**config.mk**
```make
export PLATFORM = sky130hd
export DESIGN_NAME = syslog_stream_deframer_top
export DESIGN_NICKNAME = d
export VERILOG_FILES = /design/src/sv/sdf_pkg.sv /design/src/sv/sdf_cfg.sv /design/src/sv/sdf_step.sv /design/src/sv/syslog_stream_deframer_top.sv
export VERILOG_INCLUDE_DIRS = /design/src /design/src/sv
export SDC_FILE = /design/constraint.sdc
export NUM_CORES = 1
export LEC_CHECK = 0
export BUFFER_PORTS_ARGS = -buffer_cell sky130_fd_sc_hd__buf_2
export CAP_MARGIN = 20
export CORE_MARGIN = 5
export CORE_UTILIZATION = 45
export DETAILED_ROUTE_END_ITERATION = 6
export PLACE_DENSITY = 0.63
export SYNTH_ARGS = -nofsm -noshare
export SYNTH_HDL_FRONTEND = slang
export SYNTH_HIERARCHICAL = 1
export SYNTH_SLANG_ARGS = --single-unit
export TNS_END_PERCENT = 100
```
**constraint.sdc**
```tcl
create_clock -name clk -period 15.1 [get_ports clk]
set_input_delay 2.265 -clock clk [delete_from_list [all_inputs] [get_ports clk]]
set_output_delay 2.265 -clock clk [all_outputs]
set_load 0.03 [all_outputs]
```
**src/sv/syslog_stream_deframer_top_defines.svh**
```systemverilog
// Assertion macros for the syslog stream deframer.
// SDF_ASSERT_IMP checks a same-cycle implication, SDF_ASSERT_NXT a next-cycle one.
`ifndef SYSLOG_STREAM_DEFRAMER_TOP_DEFINES_SVH
`define SYSLOG_STREAM_DEFRAMER_TOP_DEFINES_SVH

`ifndef SYNTHESIS
`define SDF_ASSERT_IMP(lbl, clk, rst_n, ante, cons) \
  lbl: assert property (@(posedge clk) disable iff (!rst_n) (ante) |-> (cons)) \
    else $error("assertion failed: lbl");
`define SDF_ASSERT_NXT(lbl, clk, rst_n, ante, cons) \
  lbl: assert property (@(posedge clk) disable iff (!rst_n) (ante) |=> (cons)) \
    else $error("assertion failed: lbl");
`else
`define SDF_ASSERT_IMP(lbl, clk, rst_n, ante, cons)
`define SDF_ASSERT_NXT(lbl, clk, rst_n, ante, cons)
`endif

`endif

```
**src/sv/sdf_pkg.sv**
```systemverilog
`default_nettype none

package sdf_pkg;

  // Fixed field widths
  localparam int unsigned LEN_W   = 34;  // holds a ten-digit decimal prefix
  localparam int unsigned DIGIT_W = 4;   // digit count up to one past ten
  localparam int unsigned CNT_W   = 32;

  // Phase codes
  localparam logic [1:0] PH_PREFIX  = 2'd0;
  localparam logic [1:0] PH_MESSAGE = 2'd1;
  localparam logic [1:0] PH_HALTED  = 2'd2;

  // Error codes
  localparam logic [2:0] ERR_NONE         = 3'd0;
  localparam logic [2:0] ERR_NONDIGIT     = 3'd1;
  localparam logic [2:0] ERR_PREFIX_LONG  = 3'd2;
  localparam logic [2:0] ERR_TOO_BIG      = 3'd3;
  localparam logic [2:0] ERR_TRUNC_MSG    = 3'd4;
  localparam logic [2:0] ERR_TRUNC_PREFIX = 3'd5;

  // Register indexes
  localparam logic REG_LEN_FRAMING = 1'b0;
  localparam logic REG_MAX_MSG_LEN = 1'b1;

  localparam logic [31:0] MAX_MSG_LEN_RESET = 32'd65536;

  // Characters
  localparam logic [7:0] CH_SPACE = 8'h20;
  localparam logic [7:0] CH_LF    = 8'h0A;
  localparam logic [7:0] CH_CR    = 8'h0D;
  localparam logic [7:0] CH_ZERO  = 8'h30;
  localparam logic [7:0] CH_NINE  = 8'h39;

  typedef struct packed {
    logic [7:0] data_byte;
    logic       end_of_stream;
  } in_item_t;

  typedef struct packed {
    logic [7:0]       out_byte;
    logic             byte_valid;
    logic             end_of_message;
    logic [CNT_W-1:0] message_number;
    logic [2:0]       error_code;
  } out_item_t;

  typedef struct packed {
    logic [1:0]         phase;
    logic [DIGIT_W-1:0] digit_count;
    logic [LEN_W-1:0]   length_or_remaining;
    logic               cr_pending;
    logic               line_nonempty;
    logic [CNT_W-1:0]   message_count;
  } state_t;

  typedef struct packed {
    logic        len_framing;
    logic [31:0] max_message_length;
  } cfg_t;

endpackage

`default_nettype wire

```
**src/sv/sdf_cfg.sv**
```systemverilog
`default_nettype none

module sdf_cfg (
  input  wire logic         clk,
  input  wire logic         rst_n,
  input  wire logic         psel,
  input  wire logic         penable,
  input  wire logic         pwrite,
  input  wire logic [2:0]   paddr,
  input  wire logic [31:0]  pwdata,
  output logic [31:0]       prdata,
  output logic              pready,
  output sdf_pkg::cfg_t     cfg
);

  logic        len_framing_r;
  logic [31:0] max_message_length_r;
  logic        wr_en;
  logic        reg_sel;

  assign pready  = 1'b1;
  assign wr_en   = psel & penable & pwrite;
  assign reg_sel = paddr[2];

  // Register writes
  always_ff @(posedge clk) begin
    if (!rst_n) begin
      len_framing_r        <= 1'b0;
      max_message_length_r <= sdf_pkg::MAX_MSG_LEN_RESET;
    end else if (wr_en) begin
      unique case (reg_sel)
        sdf_pkg::REG_LEN_FRAMING: len_framing_r        <= pwdata[0];
        sdf_pkg::REG_MAX_MSG_LEN: max_message_length_r <= pwdata;
        default: ;
      endcase
    end
  end

  // Read mux
  always_comb begin
    unique case (reg_sel)
      sdf_pkg::REG_LEN_FRAMING: prdata = {31'd0, len_framing_r};
      sdf_pkg::REG_MAX_MSG_LEN: prdata = max_message_length_r;
      default:                  prdata = '0;
    endcase
  end

  assign cfg.len_framing        = len_framing_r;
  assign cfg.max_message_length = max_message_length_r;

endmodule

`default_nettype wire

```
**src/sv/sdf_step.sv**
```systemverilog
`default_nettype none

module sdf_step #(
  parameter int unsigned MAX_PREFIX_DIGITS = 10
) (
  input  wire sdf_pkg::state_t   st,
  input  wire sdf_pkg::in_item_t item,
  input  wire sdf_pkg::cfg_t     cfg,
  output sdf_pkg::state_t        st_nxt,
  output logic                   emit,
  output sdf_pkg::out_item_t     res
);

  localparam logic [sdf_pkg::DIGIT_W-1:0] MAX_DIG = sdf_pkg::DIGIT_W'(MAX_PREFIX_DIGITS);

  logic [7:0]                    b;
  logic                          is_digit;
  logic [sdf_pkg::DIGIT_W-1:0]   dc_inc;
  logic [sdf_pkg::LEN_W-1:0]     len_mac;
  logic [sdf_pkg::LEN_W-1:0]     rem_dec;
  logic [sdf_pkg::CNT_W-1:0]     cnt_inc;
  logic                          halted;

  assign b        = item.data_byte;
  assign is_digit = (b >= sdf_pkg::CH_ZERO) && (b <= sdf_pkg::CH_NINE);
  assign dc_inc   = st.digit_count + 1'b1;
  // x*10 + digit as two shifts and adds
  assign len_mac  = (st.length_or_remaining << 3) + (st.length_or_remaining << 1)
                  + sdf_pkg::LEN_W'(b[3:0]);
  assign rem_dec  = st.length_or_remaining - 1'b1;
  assign cnt_inc  = st.message_count + 1'b1;
  assign halted   = st.phase[1];

  always_comb begin
    st_nxt             = st;
    emit               = 1'b0;
    res                = '0;
    res.message_number = st.message_count;

    if (item.end_of_stream) begin
      // Flush or report truncation, then clear everything
      st_nxt = '0;
      if (!halted) begin
        if (cfg.len_framing) begin
          if (st.phase == sdf_pkg::PH_MESSAGE) begin
            emit           = 1'b1;
            res.error_code = sdf_pkg::ERR_TRUNC_MSG;
          end else if (st.digit_count != '0) begin
            emit           = 1'b1;
            res.error_code = sdf_pkg::ERR_TRUNC_PREFIX;
          end
        end else if (st.line_nonempty) begin
          emit               = 1'b1;
          res.end_of_message = 1'b1;
          res.message_number = cnt_inc;
        end
      end
    end else if (!halted) begin
      if (cfg.len_framing) begin
        if (st.phase == sdf_pkg::PH_MESSAGE) begin
          // Pass a counted byte
          st_nxt.length_or_remaining = rem_dec;
          emit           = 1'b1;
          res.out_byte   = b;
          res.byte_valid = 1'b1;
          if (rem_dec == '0) begin
            st_nxt.phase         = sdf_pkg::PH_PREFIX;
            st_nxt.message_count = cnt_inc;
            res.end_of_message   = 1'b1;
            res.message_number   = cnt_inc;
          end
        end else if (is_digit) begin
          if (dc_inc > MAX_DIG) begin
            st_nxt.phase               = sdf_pkg::PH_HALTED;
            st_nxt.digit_count         = '0;
            st_nxt.length_or_remaining = '0;
            emit                       = 1'b1;
            res.error_code             = sdf_pkg::ERR_PREFIX_LONG;
          end else begin
            st_nxt.digit_count         = dc_inc;
            st_nxt.length_or_remaining = len_mac;
          end
        end else if (b != sdf_pkg::CH_SPACE || st.digit_count == '0) begin
          st_nxt.phase               = sdf_pkg::PH_HALTED;
          st_nxt.digit_count         = '0;
          st_nxt.length_or_remaining = '0;
          emit                       = 1'b1;
          res.error_code             = sdf_pkg::ERR_NONDIGIT;
        end else if (st.length_or_remaining >
                     {2'b00, cfg.max_message_length}) begin
          st_nxt.phase               = sdf_pkg::PH_HALTED;
          st_nxt.digit_count         = '0;
          st_nxt.length_or_remaining = '0;
          emit                       = 1'b1;
          res.error_code             = sdf_pkg::ERR_TOO_BIG;
        end else begin
          // Prefix done; zero length reads the next prefix
          st_nxt.digit_count = '0;
          if (st.length_or_remaining != '0) begin
            st_nxt.phase = sdf_pkg::PH_MESSAGE;
          end
        end
      end else begin
        // Line framing
        st_nxt.cr_pending = 1'b0;
        if (b == sdf_pkg::CH_LF && st.cr_pending) begin
          // LF of a CRLF pair: swallowed
        end else if (b == sdf_pkg::CH_LF || b == sdf_pkg::CH_CR) begin
          st_nxt.cr_pending = (b == sdf_pkg::CH_CR);
          if (st.line_nonempty) begin
            st_nxt.line_nonempty = 1'b0;
            st_nxt.message_count = cnt_inc;
            emit                 = 1'b1;
            res.end_of_message   = 1'b1;
            res.message_number   = cnt_inc;
          end
        end else begin
          st_nxt.line_nonempty = 1'b1;
          emit                 = 1'b1;
          res.out_byte         = b;
          res.byte_valid       = 1'b1;
        end
      end
    end
  end

endmodule

`default_nettype wire

```
**src/sv/syslog_stream_deframer_top.sv**
```systemverilog
// Syslog stream deframer: takes one stream byte per item and splits the stream into
// messages, by CR/LF/CRLF line ends or by decimal length prefixes (octet counting),
// selected through the configuration port. Each item is handled by combinational
// logic between the framing state registers and one output register, so a new
// item is taken every clock (one item per cycle sustained) as long as the output
// register is empty or being drained in the same cycle; items that produce no
// result never occupy it. Configuration must be written through the APB-style port only
// while the block is idle; the block itself does not enforce this.
`default_nettype none

`include "syslog_stream_deframer_top_defines.svh"

module syslog_stream_deframer_top #(
  parameter int unsigned MAX_PREFIX_DIGITS = 10
) (
  input  wire logic               clk,
  input  wire logic               rst_n,
  // Input channel
  input  wire logic               in_valid,
  output logic                    in_ready,
  input  wire sdf_pkg::in_item_t  in_data,
  // Result channel
  output logic                    out_valid,
  input  wire logic               out_ready,
  output sdf_pkg::out_item_t      out_data,
  // Configuration port
  input  wire logic               psel,
  input  wire logic               penable,
  input  wire logic               pwrite,
  input  wire logic [2:0]         paddr,
  input  wire logic [31:0]        pwdata,
  output logic [31:0]             prdata,
  output logic                    pready
);

  sdf_pkg::cfg_t      cfg;
  sdf_pkg::state_t    st_r;
  sdf_pkg::state_t    st_nxt;
  sdf_pkg::out_item_t res;
  sdf_pkg::out_item_t out_data_r;
  logic               out_valid_r;
  logic               emit;
  logic               in_acc;

  sdf_cfg u_cfg (
    .clk     (clk),
    .rst_n   (rst_n),
    .psel    (psel),
    .penable (penable),
    .pwrite  (pwrite),
    .paddr   (paddr),
    .pwdata  (pwdata),
    .prdata  (prdata),
    .pready  (pready),
    .cfg     (cfg)
  );

  sdf_step #(
    .MAX_PREFIX_DIGITS (MAX_PREFIX_DIGITS)
  ) u_step (
    .st     (st_r),
    .item   (in_data),
    .cfg    (cfg),
    .st_nxt (st_nxt),
    .emit   (emit),
    .res    (res)
  );

  // Take an item when the output register is free or drains this cycle
  assign in_ready = !out_valid_r || out_ready;
  assign in_acc   = in_valid && in_ready;

  // Framing state
  always_ff @(posedge clk) begin
    if (!rst_n) begin
      st_r <= '0;
    end else if (in_acc) begin
      st_r <= st_nxt;
    end
  end

  // Output register
  always_ff @(posedge clk) begin
    if (!rst_n) begin
      out_valid_r <= 1'b0;
    end else if (in_acc && emit) begin
      out_valid_r <= 1'b1;
    end else if (out_ready) begin
      out_valid_r <= 1'b0;
    end
  end

  always_ff @(posedge clk) begin
    if (in_acc && emit) begin
      out_data_r <= res;
    end
  end

  assign out_valid = out_valid_r;
  assign out_data  = out_data_r;

  // Checks
  `SDF_ASSERT_IMP(a_free_takes, clk, rst_n, !out_valid_r, in_ready)
  `SDF_ASSERT_IMP(a_err_no_byte, clk, rst_n,
                  out_valid_r && out_data_r.error_code != sdf_pkg::ERR_NONE,
                  !out_data_r.byte_valid && !out_data_r.end_of_message)
  `SDF_ASSERT_NXT(a_eos_clears, clk, rst_n, in_acc && in_data.end_of_stream,
                  st_r.phase == sdf_pkg::PH_PREFIX && st_r.message_count == '0)
  `SDF_ASSERT_NXT(a_halt_sticks, clk, rst_n,
                  in_acc && !in_data.end_of_stream && st_r.phase[1],
                  st_r.phase[1] && !(out_valid_r && !$past(out_valid_r && !out_ready)))

endmodule

`default_nettype wire
```
# Word level (Yosys, flattened, before mapping)
# Index checks and enable logic that the tools add are counted.
# Widths: inputs -> output; s select.
# classes
add_sub_neg	5
n_lt_le_gt_ge	4
n_eq_ne	13
n_mux	61
bitwise	3
n_reduce_logical	27
# op_table
cell	n
$mux 32	5
$mux 74	2
$mux 33	4
$mux 42	3
$mux 40	3
$mux 36	3
$mux 34	3
$pmux 32 s2	1
$mux 38	1
$add 34x34->34	1
$add 34x4->34	1
$gt 34x32->1	1
$logic_not 34->1	1
$reduce_bool 34->1	1
$sub 34x1->34 const B	1
$add 32x1->32 const B	1
$mux 1	21
$mux 3	7
$eq 8x4->1 const B	2
$reduce_and 4->1	3
$mux 2	5
$mux 9	1
$ge 8x6->1 const B	1
$le 8x6->1 const B	1
other kinds (26)	40
# totals
register_bits	153
input_bits	51
out_inout_bits	80
word_cells	128

# Depth between registers and ports, before layout
# depth
ltp_word	10
ltp_mapped	16
depth_no_buf	15

# Modules after synthesis
# The synthesis kept the hierarchy.
# modules_own_cells
module	n_inst	cells_each	area_per_inst_um2	seq_area_each_um2
sdf_step	1	1078	7068.0	0.0
syslog_stream_deframer_top	1	372	4355.4	2852.7
sdf_cfg	1	182	1595.3	660.6

# Least setup slack after synthesis
# OpenSTA, ideal clock, no wires.
# synth_path
path_type	in2reg
from	input in_data[4] in the netlist's numbering
to	register out_data_r (netlist bit out_data[0]) (enable)
setup_time_ns	0.453
t_arrival_ns	5.404
t_required_ns	14.647
path_slack_ns	9.243
path_stages	10
n_path_buf	1
path_cell_list	clkbuf_1 -> o21ai_0 -> nand2_1 -> nor2_1 -> and2_0 -> o211ai_1 -> o311a_1 -> a311o_1 -> nand2_1 -> nor2b_1
# synth_between
elab_chain_cells	9
elab_cells_between_ends	18
classes_between	2 x order compare; 3 x eq/ne; 8 x mux; 5 x reduce/logical
# synth_rtl
item	line_no	rtl
start, declared	syslog_stream_deframer_top.sv:21	input wire sdf_pkg::in_item_t in_data,
branches (longest 5 deep; another with $ge 8x6->1)	n/a	
$mux 1 (*)	sdf_step.sv:59	if (cfg.len_framing) begin
$mux 1 (*)	sdf_step.sv:58	end else if (!halted) begin
$mux 1 (*)	sdf_step.sv:40	if (item.end_of_stream) begin
via emit	syslog_stream_deframer_top.sv:42	logic emit;
$logic_and 1x1->1 (*)	syslog_stream_deframer_top.sv:94	if (in_acc && emit) begin
end signal, assigned	syslog_stream_deframer_top.sv:95	out_data_r <= res;
end, declared	syslog_stream_deframer_top.sv:40	sdf_pkg::out_item_t out_data_r;
# Mark *: on every way through the listed nets, which the timed path passes.
# A chain may end at the register's enable or synchronous reset.

==> qor.csv <==
stage;metric;value;unit
critical_path;worst_setup_path_end_kind;flip-flop;
finish;n_antenna_cell;0;
synth;synth_flop_cell;dfxtp_1;
timing;fin_worst_skew;16.5;ps
worst_hold_path;whs_endpoint;u_cfg/max_message_length_r[19]$_SDFFE_PN0P_;
detailed_routing;vias;12000;
place;gp_congestion;0.923;
place;hpwlAfterDp;25000;um
timing;hold_viol_final;0;
timing;rsz0062_at_grt;false;
floorplan;coreArea;28600;um^2
place;place_ws;9040;ps
critical_path;arrival;6050;ps
timing;min_period;5700;ps
synth;synth_cells;1632;
worst_hold_path;holdPathStages;2;
critical_path;worst-r2r-cell-count;14;
pwr;leakage;0.00613;uW
global_routing;grt_max_degree;116;
finish;nets;1843;
flow_run;cap_violations;0;
floorplan;die_x;180;um
floorplan;die-area;32400;um^2
clocking;ctsHoldBuffers;0;
critical_path;critPathLaunchType;input port;
critical_path;cp_max_fo;9;
synth;ys_warn_count;6;
floorplan;initial_core_util;45.5;%
clocking;cts_resized;0;
place;dp_cells;2055;
clocking;postCtsSetupBuffers;0;
timing;max_slew_margin;31.3;%
clocking;cts_tree;done;
synth;synthesis.area;13000;um^2
synth;async_reset_ff_share;0;%
global_routing;grt-ovfl-total;0;
timing;layout_setup_ws;9400;ps
timing;setup_tns;0;ps
detailed_routing;top_layer;met4;
worst_hold_path;worstHoldStart;u_cfg/max_message_length_r[19]$_SDFFE_PN0P_;
synth;syn_area_per_cell;7.98;um^2
critical_path;startpoint;in_data[4];
pwr;ir_worst_vdd;0.0640;mV
finish;seq_area;3510;um^2
clocking;numCtsBuffers;17;
detailed_routing;vias_per_cell;5.74;
floorplan;ios;131;
clocking;clock_path_buffers;2;
status;status;finished, final reports clean;
detailed_routing;drt_wl_total;36400;um
finish;syn2layout_area_growth;10.1;%
finish;multi_input_area;8730;um^2
finish;fill_cells;2806;
detailed_routing;firstDrtPassIters;5;
timing;finalCritPeriodShare;37.8;%
timing;slew_viol_final;0;
finish;final_common_cell;nand2_1;
global_routing;grt_use_total;21.5;%
timing;max_freq;0.175;GHz
detailed_routing;wl_met3;1850;um
critical_path;reg2reg_slack;10510;ps
global_routing;grt_pass1_vias;11200;
synth;synth-edff-count;45;
synth;synth_cell_types;86;
timing;finalSetupViolations;0;
clocking;clk_pin_slew;80;ps
finish;layout-drive-gt1-share;13.0;%
detailed_routing;met1_length;16500;um
pwr;powerDensity;69.5;nW/um^2
critical_path;crit_required;15450;ps
timing;tightestPinTransition;1030;ps
clocking;root_buffer;clkbuf_16;
detailed_routing;drt-initial-drc-count;923;
global_routing;antenna_found_initial;0;
clocking;cts_sinks;153;
detailed_routing;final_antenna_net_count;0;
detailed_routing;drcViolationCount;0;
floorplan;die_h;180;um
synth;synth_nets;1785;
clocking;htree_levels;4;
floorplan;rows;62;
critical_path;worstSetupPathType;in -> reg;
critical_path;r2r-end;out_data[2]$_DFFE_PP_;
synth;ys_ff_latch;153;
detailed_routing;wl_per_cell;17.5;um
finish;final_cell_mix;nand2_1 (319), buf_2 (126), mux2i_1 (111);
global_routing;grt_pass1_wl;58700;um
clocking;clkLatencyLatePin;430;ps
critical_path;r2r-start;st_r[59]$_SDFFE_PN0P_;
place;io_buffers;127;
detailed_routing;met2WireLength;17300;um
worst_hold_path;worstHoldPathType;reg -> reg;
finish;stdcell_count;2087;
synth;ys_seq_area_share;27.0;%
state kept, by name, summed over array words and instances, names as in the netlist:
| name | count |
|---|---|
| out_valid | 1 |
| st_r | 74 |
| u_cfg/len_framing_r | 1 |
| u_cfg/max_message_length_r | 32 |
| out_data | 45 |
synthesized netlist by cell type (7+ instances only):
cell / n / share of area, %
a2111oi_0: 9 / 0.61
a211oi_1: 12 / 0.69
a21o_1: 38 / 2.2
a21oi_1: 84 / 3.2
a221oi_1: 9 / 0.61
a22o_1: 7 / 0.47
a31o_2: 7 / 0.47
a31oi_1: 13 / 0.62
and2_1: 41 / 2.0
and3_1: 16 / 0.77
buf_2: 12 / 0.46
buf_6: 13 / 1.1
clkbuf_1: 65 / 1.9
dfxtp_1: 108 / 17
edfxtp_1: 45 / 10
ha_1: 100 / 9.6
inv_1: 61 / 1.8
mux2_2: 8 / 0.69
mux2i_1: 111 / 8.5
nand2_1: 319 / 9.2
nand2b_1: 16 / 0.77
nand3_1: 46 / 1.8
nand4_1: 28 / 1.3
nor2_1: 109 / 3.1
nor2b_1: 20 / 0.96
nor3_1: 34 / 1.3
nor3b_1: 10 / 0.58
nor4_1: 17 / 0.82
o21ai_0: 54 / 2.1
or4_1: 7 / 0.40
xnor2_1: 68 / 4.6
xor2_1: 18 / 1.2
power by group:
| part | internal [uW] | total, uW | switching [uW] |
|---|---|---|---|
| combinational | 32.2 | 102 | 69.3 |
| clock | 240 | 460 | 220 |
| sequential | 430 | 434 | 3.88 |
| total | 703 | 996 | 293 |
worst max-delay path by stage:
stage                       endpoint  slack [ps]  depth (start not counted)
2_1_floorplan  out_data[0]$_DFFE_PP_        9240                         10
3_3_place_gp   st_r[66]$_SDFFE_PN0P_        9100                         15
3_5_place_dp   st_r[66]$_SDFFE_PN0P_        9040                         15
4_1_cts        st_r[66]$_SDFFE_PN0P_        9480                         15
5_1_grt        st_r[66]$_SDFFE_PN0P_        9150                         15
6_report       st_r[63]$_SDFFE_PN0P_        9400                         16
worst max-delay path, stage by stage:
cell,delay (ps)
buf_2,160
inv_1,70
fa_1,540
inv_1,60
ha_1,270
a21oi_1,90
nand4b_1,300
a2111oi_0,760
o211ai_1,330
nand3_1,210
nand2_1,100
xnor2_1,160
a221oi_1,100
a2111oi_0,400
nand2_1,80
mux2i_1,150
area by class of cell:
type / instances / share of cell area [%]
timing repair buffer: 143 / 5.32
clock buffer: 17 / 2.97
multi-input combinational: 1314 / 60.9
tap: 384 / 3.35
inverter: 61 / 1.60
clock inverter: 15 / 1.35
sequential: 153 / 24.5
layer usage:
| layer | up-vias | track usage [%] |
|---|---|---|
| met5 | - | 0 |
| met4 | 0 | 5.66 |
| met3 | 45 | 2.81 |
| met2 | 303 | 36.8 |
| met1 | 5730 | 28.9 |
| li1 | 5894 | - |
cell families after synthesis:
kind of cell / share of synthesized area, %
muxes: 9.23
AOI/OAI and AO/OA: 15.4
and+or+nand+nor: 26.5
adders and majority gates: 9.92
buffers and inverters: 6.12
other: 0.0288
DFF: 27.0
xor gates and xnor gates: 5.79
metrics by stage:
stage / hold slack, ps / instance area [um^2] / util [%] / power, uW
after detailed placement: 462 / 13700 / 47.9 / 545
after global placement: 456 / 13700 / 47.9 / 544
after floorplan: 434 / 13000 / - / 519
after global routing: 494 / 14300 / 50.1 / 1030
final: 471 / 14300 / 50.1 / 996
after CTS: 473 / 14300 / 50.1 / 1000
(Power assumes the default switching activity.)
